--- config.mk ---
export PLATFORM = sky130hd
export DESIGN_NAME = fcrs_div
export DESIGN_NICKNAME = d
export VERILOG_FILES = /design/src/rtl/fcrs_pkg.sv /design/src/rtl/fcrs_div.sv
export SDC_FILE = /design/constraint.sdc
export NUM_CORES = 1
export LEC_CHECK = 0
export BUFFER_PORTS_ARGS = -buffer_cell sky130_fd_sc_hd__buf_2
export CAP_MARGIN = 5
export CORE_UTILIZATION = 55
export CTS_CLUSTER_SIZE = 20
export DETAILED_ROUTE_END_ITERATION = 12
export PLACE_DENSITY_LB_ADDON = 0.3
export RECOVER_POWER = 50
export SYNTH_ARGS = -nofsm -noshare
export SYNTH_HDL_FRONTEND = slang
export SYNTH_SLANG_ARGS = --single-unit
--- constraint.sdc ---
create_clock -name clk -period 5.3 [get_ports clk]
set_clock_uncertainty 0.1 [all_clocks]
set_input_delay 0.53 -clock clk [delete_from_list [all_inputs] [get_ports clk]]
set_output_delay 0.53 -clock clk [all_outputs]
set_load 0.01 [all_outputs]
--- src/rtl/fcrs_pkg.sv ---
// Package with shared constants, feature codes and helper types for the crossing-rate statistics block.
package fcrs_pkg;

  localparam int MaxFrame = 1024;
  localparam int AddrW    = 10;
  localparam int CntW     = 11;
  localparam int SumW     = 27;

  localparam logic [2:0] FEAT_ZCR    = 3'd0;
  localparam logic [2:0] FEAT_MCR    = 3'd1;
  localparam logic [2:0] FEAT_ABSMAX = 3'd2;
  localparam logic [2:0] FEAT_MAX    = 3'd3;
  localparam logic [2:0] FEAT_MIN    = 3'd4;
  localparam logic [2:0] FEAT_MEAN   = 3'd5;

  localparam logic [2:0] CFG_ZCR    = 3'd0;
  localparam logic [2:0] CFG_MCR    = 3'd1;
  localparam logic [2:0] CFG_ABSMAX = 3'd2;
  localparam logic [2:0] CFG_MAXMIN = 3'd3;
  localparam logic [2:0] CFG_MEAN   = 3'd4;

  // Divider request and response.
  typedef struct packed {
    logic        start;
    logic        neg;
    logic [42:0] num;
    logic [CntW-1:0] den;
  } div_req_t;

  typedef struct packed {
    logic        done;
    logic [31:0] quo;
  } div_rsp_t;

  // Crossing test on three signed values.
  function automatic logic crosses(input logic signed [43:0] a, input logic signed [43:0] b,
                                   input logic signed [43:0] c);
    logic an, ap, bn, bp, bz, cn, cp;
    begin
      an = a < 0; ap = a > 0; bn = b < 0; bp = b > 0; bz = b == 0;
      cn = c < 0; cp = c > 0;
      crosses = (an && bp) || (ap && bn) || (bz && ((!ap && !cn) || (!an && !cp)));
    end
  endfunction

endpackage

--- src/rtl/fcrs_div.sv ---
// Shared restoring divider, one quotient bit per cycle, with floor correction for negatives.
module fcrs_div (
  input  logic             clk,
  input  logic             rst_n,
  input  fcrs_pkg::div_req_t req,
  output fcrs_pkg::div_rsp_t rsp
);
  import fcrs_pkg::*;

  logic [42:0]     q_r, q_nxt;
  logic [CntW:0]   rem_r, rem_nxt;
  logic [CntW-1:0] den_r, den_nxt;
  logic [5:0]      cnt_r, cnt_nxt;
  logic            busy_r, busy_nxt;
  logic            neg_r, neg_nxt;
  logic            done_r, done_nxt;
  logic [CntW:0]   trial;
  logic [43:0]     qs;

  // One shift-subtract step per cycle over the magnitude.
  always_comb begin
    q_nxt = q_r; rem_nxt = rem_r; den_nxt = den_r; cnt_nxt = cnt_r;
    busy_nxt = busy_r; neg_nxt = neg_r; done_nxt = 1'b0;
    trial = {rem_r[CntW-1:0], q_r[42]};
    if (req.start) begin
      q_nxt = req.num; rem_nxt = '0; den_nxt = req.den; cnt_nxt = 6'd43;
      busy_nxt = 1'b1; neg_nxt = req.neg;
    end else if (busy_r) begin
      q_nxt = {q_r[41:0], 1'b0};
      if (trial >= {1'b0, den_r}) begin
        rem_nxt = trial - {1'b0, den_r};
        q_nxt[0] = 1'b1;
      end else begin
        rem_nxt = trial;
      end
      cnt_nxt = cnt_r - 6'd1;
      if (cnt_r == 6'd1) begin
        busy_nxt = 1'b0;
        done_nxt = 1'b1;
      end
    end
  end

  always_ff @(posedge clk) begin
    if (!rst_n) begin
      busy_r <= 1'b0;
      done_r <= 1'b0;
    end else begin
      busy_r <= busy_nxt;
      done_r <= done_nxt;
    end
    q_r <= q_nxt; rem_r <= rem_nxt; den_r <= den_nxt; cnt_r <= cnt_nxt; neg_r <= neg_nxt;
  end

  // Negative results round toward minus infinity.
  assign qs = neg_r ? (~{1'b0, q_r} + 44'd1 - ((rem_r != '0) ? 44'd1 : 44'd0)) : {1'b0, q_r};
  assign rsp.done = done_r;
  assign rsp.quo  = qs[31:0];

endmodule

==> key figures, run 1 <==
Clock network
  • Sinks on Clock Net: 75
  • # Post-CTS Setup Buffers: 0
  • Clock transition at path regs: 0.09 ns
  • Hold buffer count at cts: 0
  • Htree depth: 3
  • Clk buf depth: 2
  • Post-CTS sizing: 0
  • Clk Latency, worst-skew pair: 0.36 ns
  • CTS tree: built
  • Clk root buf: clkbuf_8
  • CTS buffer count: 9

STA
  • Post-Route Setup TNS: 0 ns
  • Slew Limit Headroom: -1.17
  • # setup viols final: 0
  • Count of final hold-check violations: 0
  • RSZ-0062 raised after global routing: no
  • Tcrit/Tclk final: 0.781
  • Crit path time final: 4.14 ns
  • Final slew viol count: 44
  • Fin Hold WS: 0.236 ns
  • Setup ws final: 1.16 ns
  • Worst-Margin Slew: 3.26 ns
  • Achievable Freq: 242 MHz

Final layout
  • Reg area: 0.00205 mm²
  • Util after Layout: 0.636
  • Final net count: 868
  • Fillers: 914
  • Multi-input logic area: 0.00346 mm²
  • Layout cells sized above 1: 0.164
  • Layout Area Growth over Synthesis: 11.8%
  • Antenna Diode Count: 0

Synthesis
  • Synth area leaders: edfxtp_1 (28%), ha_1 (9.8%), dfxtp_1 (6.8%)
  • Part of the Yosys area used for sequential elements: 0.350
  • EDFF count, synth: 55
  • Ys Warns: 0
  • Post-Syn Nets: 798
  • Distinct cells, synth: 63
  • Mean post-synth cell area: 8.47 µm²
  • Yosys top cell area share: 0.281
  • Synth top cells by count: nand2_1 (86), o21ai_0 (61), inv_1 (58)
  • Mapped Area: 0.00587 mm²
  • Top FF cell, synth: edfxtp_1
  • Number of cells produced by synthesis: 693
  • FF+latch count, synth: 75
  • Dominant cell type by area after synthesis: edfxtp_1
  • Count leader, synth: nand2_1
  • Post-synth ARST share: 0

Route
  • DRC Markers: 0
  • Initial DRC count: 281
  • Final wirelength: 14.2 mm
  • Routed WL per cell: 15.7 µm
  • ANT nets after route: 0
  • Via count: 5335
  • Vias per cell: 5.90
  • Initial DRT Pass Iterations: 5

Floorplan
  • I/O pins: 91
  • Initial Util: 0.569
  • Core area: 0.0103 mm²
  • Die X: 105 µm
  • Die Y: 105 µm
  • Die ar.: 0.0111 mm²
  • FP Rows: 37

Run status
  • Status: finished, violations left
  • Failing checks: max-capacitance violations, max-slew violations

Critical path
  • Worst setup EP type: flop
  • Crit. path cell count: 2
  • Worst Setup Start Kind: input pin
  • Worst Path Max Fanout: 43
  • Crit path max-delay cell type: or2_0
  • R2R cell count: 1
  • CP bufs+invs: 1
  • Crit Path Class: in2reg
  • CP peak stage delay: 2.44 ns
  • Critical-path cell list: clkbuf_1, or2_0
  • CP required: 5.10 ns
  • Crit path DAT: 3.94 ns
  • Top Family by Delay on Critical Path: simple AND/OR/NAND/NOR gates

Placed design
  • IO Port Bufs: 90
  • Placer Congestion: 0.911
  • Pre-CTS WS: 1.77 ns
  • Hpwl dp: 10.3 mm

GRT
  • Largest net degree at the start of global routing: 78
  • Initial antenna violation count: 0
  • GRT overflow: 0
  • Vias in the first global route: 5025
  • First-pass GRT wire length: 22.9 mm
  • GRT Total Usage: 0.258

Min path
  • Hold WC Path Type: in2reg
  • WHS Path Cells: 1

Power and ir drop
  • Worst IR drop on VDD: 159 µV
  • Pleak: 2.89 nW
  • PD cells: 311 mW/mm²
  • Total Power: 2.04 mW

Flow run
  • Max Cap Viol: 1
==> power by group <==
part / total, mW / switching (mW) / internal (mW)
clock network: 0.452 / 0.238 / 0.214
registers: 0.734 / 0.0388 / 0.695
logic: 0.853 / 0.506 / 0.347
==> cell families (layout without fill, tap and decap cells) <==
kind of cell,count (synthesis),count (layout),synth area share
AND/OR/NAND/NOR,226,226,0.182
multiplexers,26,26,0.0473
buffers and inverters,91,166,0.0603
AO/OA/AOI/OAI,200,200,0.217
adder cells (fa/ha/maj),47,47,0.101
XOR/XNOR,28,28,0.0418
flip-flops,75,75,0.350
==> metrics by stage <==
step           instance area [µm²]  cells
2_1_floorplan                 5870    693
3_3_place_gp                  6370    888
3_5_place_dp                  6370    888
4_1_cts                       6570    904
5_1_grt                       6560    904
6_report                      6560    904
==> state kept, by name (all words and copies together) (netlist names) <==
signal / count
q_r: 43
rem_r: 12
den_r: 11
cnt_r: 6
busy_r: 1
done_r: 1
neg_r: 1
==> path summary, 6_finish.rpt <==
path	start	to	slack [ns]
max	req[55]	q_r[15]	1.16
min	req[10]	den_r[10]	0.24
max reg2reg	busy_r	q_r[15]	1.30
min reg2reg	cnt_r[5]	cnt_r[5]	0.41
==> layer usage <==
metal,share of wire,track usage,up-vias,wire [µm]
met4,0.026,0.120,0,363
met5,0,0,-,0
met2,0.48,0.437,168,6830
met1,0.45,0.328,2490,6340
met3,0.047,0.0291,32,662
li1,-,-,2645,-
==> final cells by class <==
| cell class | count | area share |
|---|---|---|
| Inverter | 58 | 0.0332 |
| Tap cell | 136 | 0.0259 |
| Clock buffer | 12 | 0.0254 |
| Sequential cell | 75 | 0.313 |
| Timing Repair Buffer | 92 | 0.0704 |
| Multi-Input combinational cell | 527 | 0.528 |
| Clock inverter | 4 | 0.00458 |
==> layout by cell type (no fill, tap or decap), types with 10 or more instances in the layout <==
master,Yosys,routed
buf_2,5,87
nand2_1,86,86
nor3_1,19,19
mux2_2,14,14
ha_1,46,46
a21o_1,16,16
nand4_1,14,14
nand2b_1,13,13
a21oi_1,48,48
mux2i_1,12,12
xor2_1,10,10
xnor2_1,18,18
inv_1,58,58
o21ai_0,61,61
edfxtp_1,55,55
clkbuf_8,0,10
dfxtp_1,20,20
a211oi_1,14,14
nor2_1,48,48
(Power assumes the default switching activity.)
==> run 2: changes to the inputs <==
--- a/config.mk
+++ b/config.mk
@@ -7,7 +7,7 @@
 export LEC_CHECK = 0
 export BUFFER_PORTS_ARGS = -buffer_cell sky130_fd_sc_hd__buf_2
 export CAP_MARGIN = 5
-export CORE_UTILIZATION = 55
+export CORE_UTILIZATION = 53
 export CTS_CLUSTER_SIZE = 20
 export DETAILED_ROUTE_END_ITERATION = 12
 export PLACE_DENSITY_LB_ADDON = 0.3
==> constraint.sdc (replaced) <==
create_clock -name clk -period 3.59 [get_ports clk]
set_clock_uncertainty 0.1 [all_clocks]
set_input_delay 0.359 -clock clk [delete_from_list [all_inputs] [get_ports clk]]
set_output_delay 0.359 -clock clk [all_outputs]
set_load 0.01 [all_outputs]
==> run 2 against run 1 <==
  * The run still ends with max-capacitance violations, max-slew violations left
  * Critical path depth is 10 higher
  * Clock power is 62% higher
  * Largest power group unchanged
  * Sequential share of layout area is 1.1 points lower
  * Die area is 3.7% higher
==> key figures, run 2 (synthesized netlist as in run 1, its figures left out) <==
Clock network
  • Sinks on Clock Net: 75
  • Hold buffer count at cts: 0
  • Clk root buf: clkbuf_8
  • Clk buf depth: 2
  • CTS tree: built
  • CTS buffer count: 9
  • Clock transition at path regs: 0.09 ns
  • Htree depth: 3
  • Clk Latency, worst-skew pair: 0.36 ns

Critical path
  • Worst Path Max Fanout: 6
  • CP required: 3.13 ns
  • Worst setup EP type: output pin
  • Critical-path cell list: nor4_4, and3_1, ha_1, ha_2, nor2_4, o21ai_4, a31o_4, a2111o_1, a211oi_4, nor4_1, o2bb2ai_1, buf_2
  • CP peak stage delay: 0.42 ns
  • Crit path DAT: 3.03 ns
  • Worst setup path endpoint: rsp[31]
  • R2R cell count: 10
  • Crit Reg-Reg Startpoint: q_r[42]
  • Worst Setup SP: rem_r[8]
  • CP bufs+invs: 1
  • Top Family by Delay on Critical Path: compound AO/OA/AOI/OAI gates
  • Worst Setup Start Kind: flop
  • Crit. path cell count: 12
  • Worst reg2reg path endpoint: rem_r[8]
  • Crit Path Class: reg2out
  • Reg2reg setup slack: 0.55 ns
  • Crit path max-delay cell type: a2111o_1

Final layout
  • Post-Layout Inst Area: 0.00687 mm²
  • Layout Area Growth over Synthesis: 17.0%
  • Antenna Diode Count: 0
  • Biggest register: q_r
  • Most common cell after layout, fill and taps aside: buf_2
  • Commonest cells after routing, fill and taps aside: buf_2 (88), nand2_1 (86), inv_1 (58)
  • Max reg flops: 43
  • Layout cells sized above 1: 0.213
  • Biggest regs: q_r (43), rem_r (12), den_r (11)
  • Final net count: 879
  • Util after Layout: 0.636

Route
  • Initial DRC count: 241
  • DRC Markers: 0
  • Final wirelength: 14.0 mm
  • Routed WL per cell: 15.2 µm
  • ANT nets after route: 0
  • Initial DRT Pass Iterations: 5
  • Via count: 5323
  • Vias per cell: 5.79

Floorplan
  • FP Rows: 38
  • Die Y: 107 µm
  • Initial Util: 0.544
  • Core area: 0.0108 mm²
  • I/O pins: 91
  • Die ar.: 0.0115 mm²
  • Die X: 107 µm

Min path
  • Hold WC Path Type: in2reg

GRT
  • Vias in the first global route: 5082
  • GRT Total Usage: 0.246
  • Largest net degree at the start of global routing: 57
  • GRT overflow: 0
  • Initial antenna violation count: 0
  • First-pass GRT wire length: 22.6 mm

Power and ir drop
  • PD cells: 462 mW/mm²
  • Worst IR drop on VDD: 283 µV
  • Pleak: 2.99 nW

STA
  • Crit path time final: 3.49 ns
  • Slew Limit Headroom: -0.381
  • RSZ-0062 raised after global routing: yes
  • Worst-Margin Slew: 2.07 ns
  • Achievable Freq: 286 MHz
  • Final slew viol count: 57
  • Tcrit/Tclk final: 0.973
  • Count of final hold-check violations: 0
  • # setup viols final: 0

Placed design
  • Hpwl dp: 10.4 mm
  • IO Port Bufs: 90
  • Placer Congestion: 0.980
  • Area post-placement: 0.00641 mm²

Run status
  • Status: finished, violations left
  • Failing checks: max-capacitance violations, max-slew violations

Flow run
  • Max Cap Viol: 1
==> run 2: how the worst min path moves through the flow <==
| stage | from | cells after the start | to | slack [ns] |
|---|---|---|---|---|
| 6_report | req[54] | 1 | neg_r | 0.07 |
| 2_1_floorplan | req[0] | 0 | den_r[0] | 0.36 |
| 3_5_place_dp | cnt_r[5] | 2 | cnt_r[5] | 0.39 |
| 4_1_cts | req[54] | 1 | neg_r | 0.06 |
| 5_1_grt | req[2] | 1 | den_r[2] | 0.05 |
| 3_3_place_gp | cnt_r[5] | 2 | cnt_r[5] | 0.39 |
==> run 2: per-layer routing <==
| layer | vias up | track usage | part of all wire |
|---|---|---|---|
| li1 | 2654 | - | - |
| met1 | 2482 | 0.302 | 0.43 |
| met2 | 166 | 0.436 | 0.50 |
| met3 | 21 | 0.0407 | 0.052 |
| met4 | 0 | 0.0783 | 0.015 |
| met5 | - | 0 | 0 |
==> run 2: final cells by class <==
type	instances	area (µm²)
fillers	920	3930
multi-input cells	527	3650
flip-flops and latches	75	2070
repair buffers	103	534
inverters	58	218
well taps	140	175
clock buffers	10	128
clock inverters	6	90.1
==> run 2: where the power goes <==
group	internal, mW	switching (mW)
Sequential	1.03	0.0572
Clock	0.393	0.339
Combinational	0.569	0.786
==> run 2: stage by stage <==
| stage | cells | power [mW] | setup TNS, ns | setup WS, ns | hold WS (ns) |
|---|---|---|---|---|---|
| after floorplan | 693 | 2.00 | 0 | 0.623 | 0.358 |
| after global placement | 897 | 2.31 | 0 | 0.271 | 0.388 |
| after detailed placement | 897 | 2.34 | 0 | 0.135 | 0.392 |
| after CTS | 914 | 3.10 | 0 | 0.0175 | 0.0598 |
| after global routing | 919 | 3.37 | -0.0685 | -0.0405 | 0.0482 |
| final | 919 | 3.17 | 0 | 0.0979 | 0.0686 |
==> run 2: repair_timing <==
action,4_1_cts,5_1_grt
cloned,0,0
resized for setup,12,37
pin swaps,2,8
endpoints found under the setup margin,13,12
setup buffers,1,5
==> run 3: changes to the inputs <==
--- a/config.mk
+++ b/config.mk
@@ -5,11 +5,12 @@
 export SDC_FILE = /design/constraint.sdc
 export NUM_CORES = 1
 export LEC_CHECK = 0
-export BUFFER_PORTS_ARGS = -buffer_cell sky130_fd_sc_hd__buf_2
 export CAP_MARGIN = 5
-export CORE_UTILIZATION = 53
+export CORE_UTILIZATION = 55
 export CTS_CLUSTER_SIZE = 20
 export DETAILED_ROUTE_END_ITERATION = 12
+export DONT_BUFFER_PORTS = 1
+export MAX_ROUTING_LAYER = met4
 export PLACE_DENSITY_LB_ADDON = 0.3
 export RECOVER_POWER = 50
 export SYNTH_ARGS = -nofsm -noshare
==> run 3 against run 2 <==
  * First-iteration DRC count is 22% higher
  * Worst setup slack improved by 0.018 ns
  * Critical endpoint is now rsp[23]
  * Combinational power fell by 7%
  * Total power decreased by 4.9%
  * Register-to-register slack improved by 0.06 ns
  * Largest power group unchanged
  * Highest routed layer unchanged
  * The flow still finishes with violations (max-capacitance violations, max-slew violations)
  * Clock-buffer cell count decreased by 1
  * Sequential cell count unchanged
  * Die area fell by 3.6%
==> key figures, run 3 (synthesized netlist as in run 1, its figures left out) <==
Run status
  • Status: finished, violations left
  • Failing checks: max-capacitance violations, max-slew violations

Power and ir drop
  • Total Power: 3.02 mW
  • Comb pwr share: 0.413
  • Sw power: 1.17 mW
  • Worst IR drop on VDD: 262 µV
  • Seq pwr share: 0.358
  • Sw Share: 0.389
  • P_int: 1.84 mW
  • Clock share of power: 0.229
  • Pleak: 2.68 nW
  • PD cells: 464 mW/mm²

Final layout
  • Fillers: 896
  • Max reg flops: 43
  • Final Non-Filler Cells: 839
  • Biggest register: q_r
  • Layout cells sized above 1: 0.118
  • Post-Layout Inst Area: 0.00650 mm²
  • Util after Layout: 0.629
  • Biggest regs: q_r (43), rem_r (12), den_r (11)
  • Antenna Diode Count: 0
  • Commonest cells after routing, fill and taps aside: nand2_1 (86), inv_1 (58), o21ai_0 (57)
  • Final net count: 803
  • Layout Area Growth over Synthesis: 10.7%
  • Most common cell after layout, fill and taps aside: nand2_1

GRT
  • GRT overflow: 0
  • Initial antenna violation count: 0
  • Largest net degree at the start of global routing: 97
  • Vias in the first global route: 4908
  • First-pass GRT wire length: 23.4 mm
  • GRT Total Usage: 0.272

Route
  • DRC Markers: 0
  • Via count: 5079
  • Initial DRC count: 293
  • Vias per cell: 6.05
  • Routed WL per cell: 17.2 µm
  • Final wirelength: 14.5 mm
  • ANT nets after route: 0
  • Initial DRT Pass Iterations: 4

Placed design
  • Placer Congestion: 0.911
  • Area post-placement: 0.00596 mm²
  • IO Port Bufs: 0
  • Hpwl dp: 10.1 mm
  • Placed cell count: 803
  • Pre-CTS WS: 0.274 ns

STA
  • # setup viols final: 0
  • Worst-Margin Slew: 1.94 ns
  • Achievable Freq: 288 MHz
  • Crit path time final: 3.47 ns
  • Tcrit/Tclk final: 0.968
  • Post-Route Setup TNS: 0 ns
  • Count of final hold-check violations: 0
  • Final slew viol count: 44
  • Slew Limit Headroom: -0.292
  • Fin Hold WS: 0.00930 ns
  • Setup ws final: 0.116 ns

Clock network
  • Clk root buf: clkbuf_8
  • Clk buf depth: 2
  • Clock transition at path regs: 0.09 ns
  • Sinks on Clock Net: 75
  • CTS tree: built
  • Clk Latency, worst-skew pair: 0.37 ns
  • CTS buffer count: 9
  • Htree depth: 3

Critical path
  • Crit path DAT: 3.02 ns
  • Crit Path Class: reg2out
  • Worst setup EP type: output pin
  • Worst Path Max Fanout: 6
  • Worst Setup Start Kind: flop
  • CP required: 3.13 ns
  • R2R cell count: 10

Floorplan
  • FP Rows: 37
  • Initial Util: 0.569
  • Core area: 0.0103 mm²
  • Die Y: 105 µm
  • Die ar.: 0.0111 mm²
  • Die X: 105 µm
  • I/O pins: 91

Flow run
  • Max Cap Viol: 1

Min path
  • Hold WC Path Type: in2reg
  • WHS Path Cells: 1
-- run 3: changes by cell type in the layout (fill, tap and decap cells not counted), sizes merged --
cell / delta
dlygate4sd3: +14
clkinv: +1
buf: -86
clkbuf: -5
bufinv: -1
inv: +1
-- run 3: area by class of cell --
class | instances | area, µm² | area share
Clock inverter | 7 | 76.3 | 0.0117
Multi-Input combinational cell | 527 | 3600 | 0.554
Tap cell | 136 | 170 | 0.0262
Clock buffer | 9 | 124 | 0.0191
Inverter | 58 | 218 | 0.0335
Timing Repair Buffer | 27 | 234 | 0.0360
Sequential cell | 75 | 2080 | 0.319
-- run 3: path summary, 6_finish.rpt --
check | from | endpoint | slack (ns)
max | q_r[3] | rsp[23] | 0.12
min | req[55] | cnt_r[1] | 0.009
max reg2reg | q_r[42] | rem_r[8] | 0.61
min reg2reg | rem_r[7] | rem_r[7] | 0.41
-- run 3: routing by layer --
| layer | part of all wire | track usage | wire length [µm] | up-vias |
|---|---|---|---|---|
| met1 | 0.44 | 0.348 | 6420 | 2388 |
| li1 | - | - | - | 2511 |
| met5 | 0 | - | 0 | - |
| met2 | 0.48 | 0.443 | 6970 | 159 |
| met4 | 0.017 | 0.0986 | 239 | 0 |
| met3 | 0.057 | 0.0334 | 827 | 21 |
-- run 3: worst max-delay path, cell delays in order, from the launching register on --
cell       delay (ns)
edfxtp_1         0.41
inv_1            0.10
ha_1             0.38
a21oi_1          0.23
o21ai_2          0.10
a31o_2           0.34
a2111oi_4        0.43
nor2_2           0.08
o21a_1           0.18
o31ai_2          0.24
buf_4            0.16
-- run 3: power groups by stage --
stage | sequential [mW] | combinational, mW | clock, mW
global route | 1.09 | 1.37 | 0.727
CTS | 1.08 | 1.17 | 0.704
detailed placement | 1.09 | 1.14 | 0
floorplan | 1.08 | 0.922 | 0
finish | 1.08 | 1.25 | 0.691
global placement | 1.09 | 1.12 | 0
-- run 3: repair_timing --
action / CTS / global route
buffers inserted: 1 / 5
endpoints found under the hold margin: 26 / 0
pin swaps: 1 / 9
endpoints found under the setup margin: 7 / 16
hold buffers: 14 / 0
gates resized for setup: 5 / 39
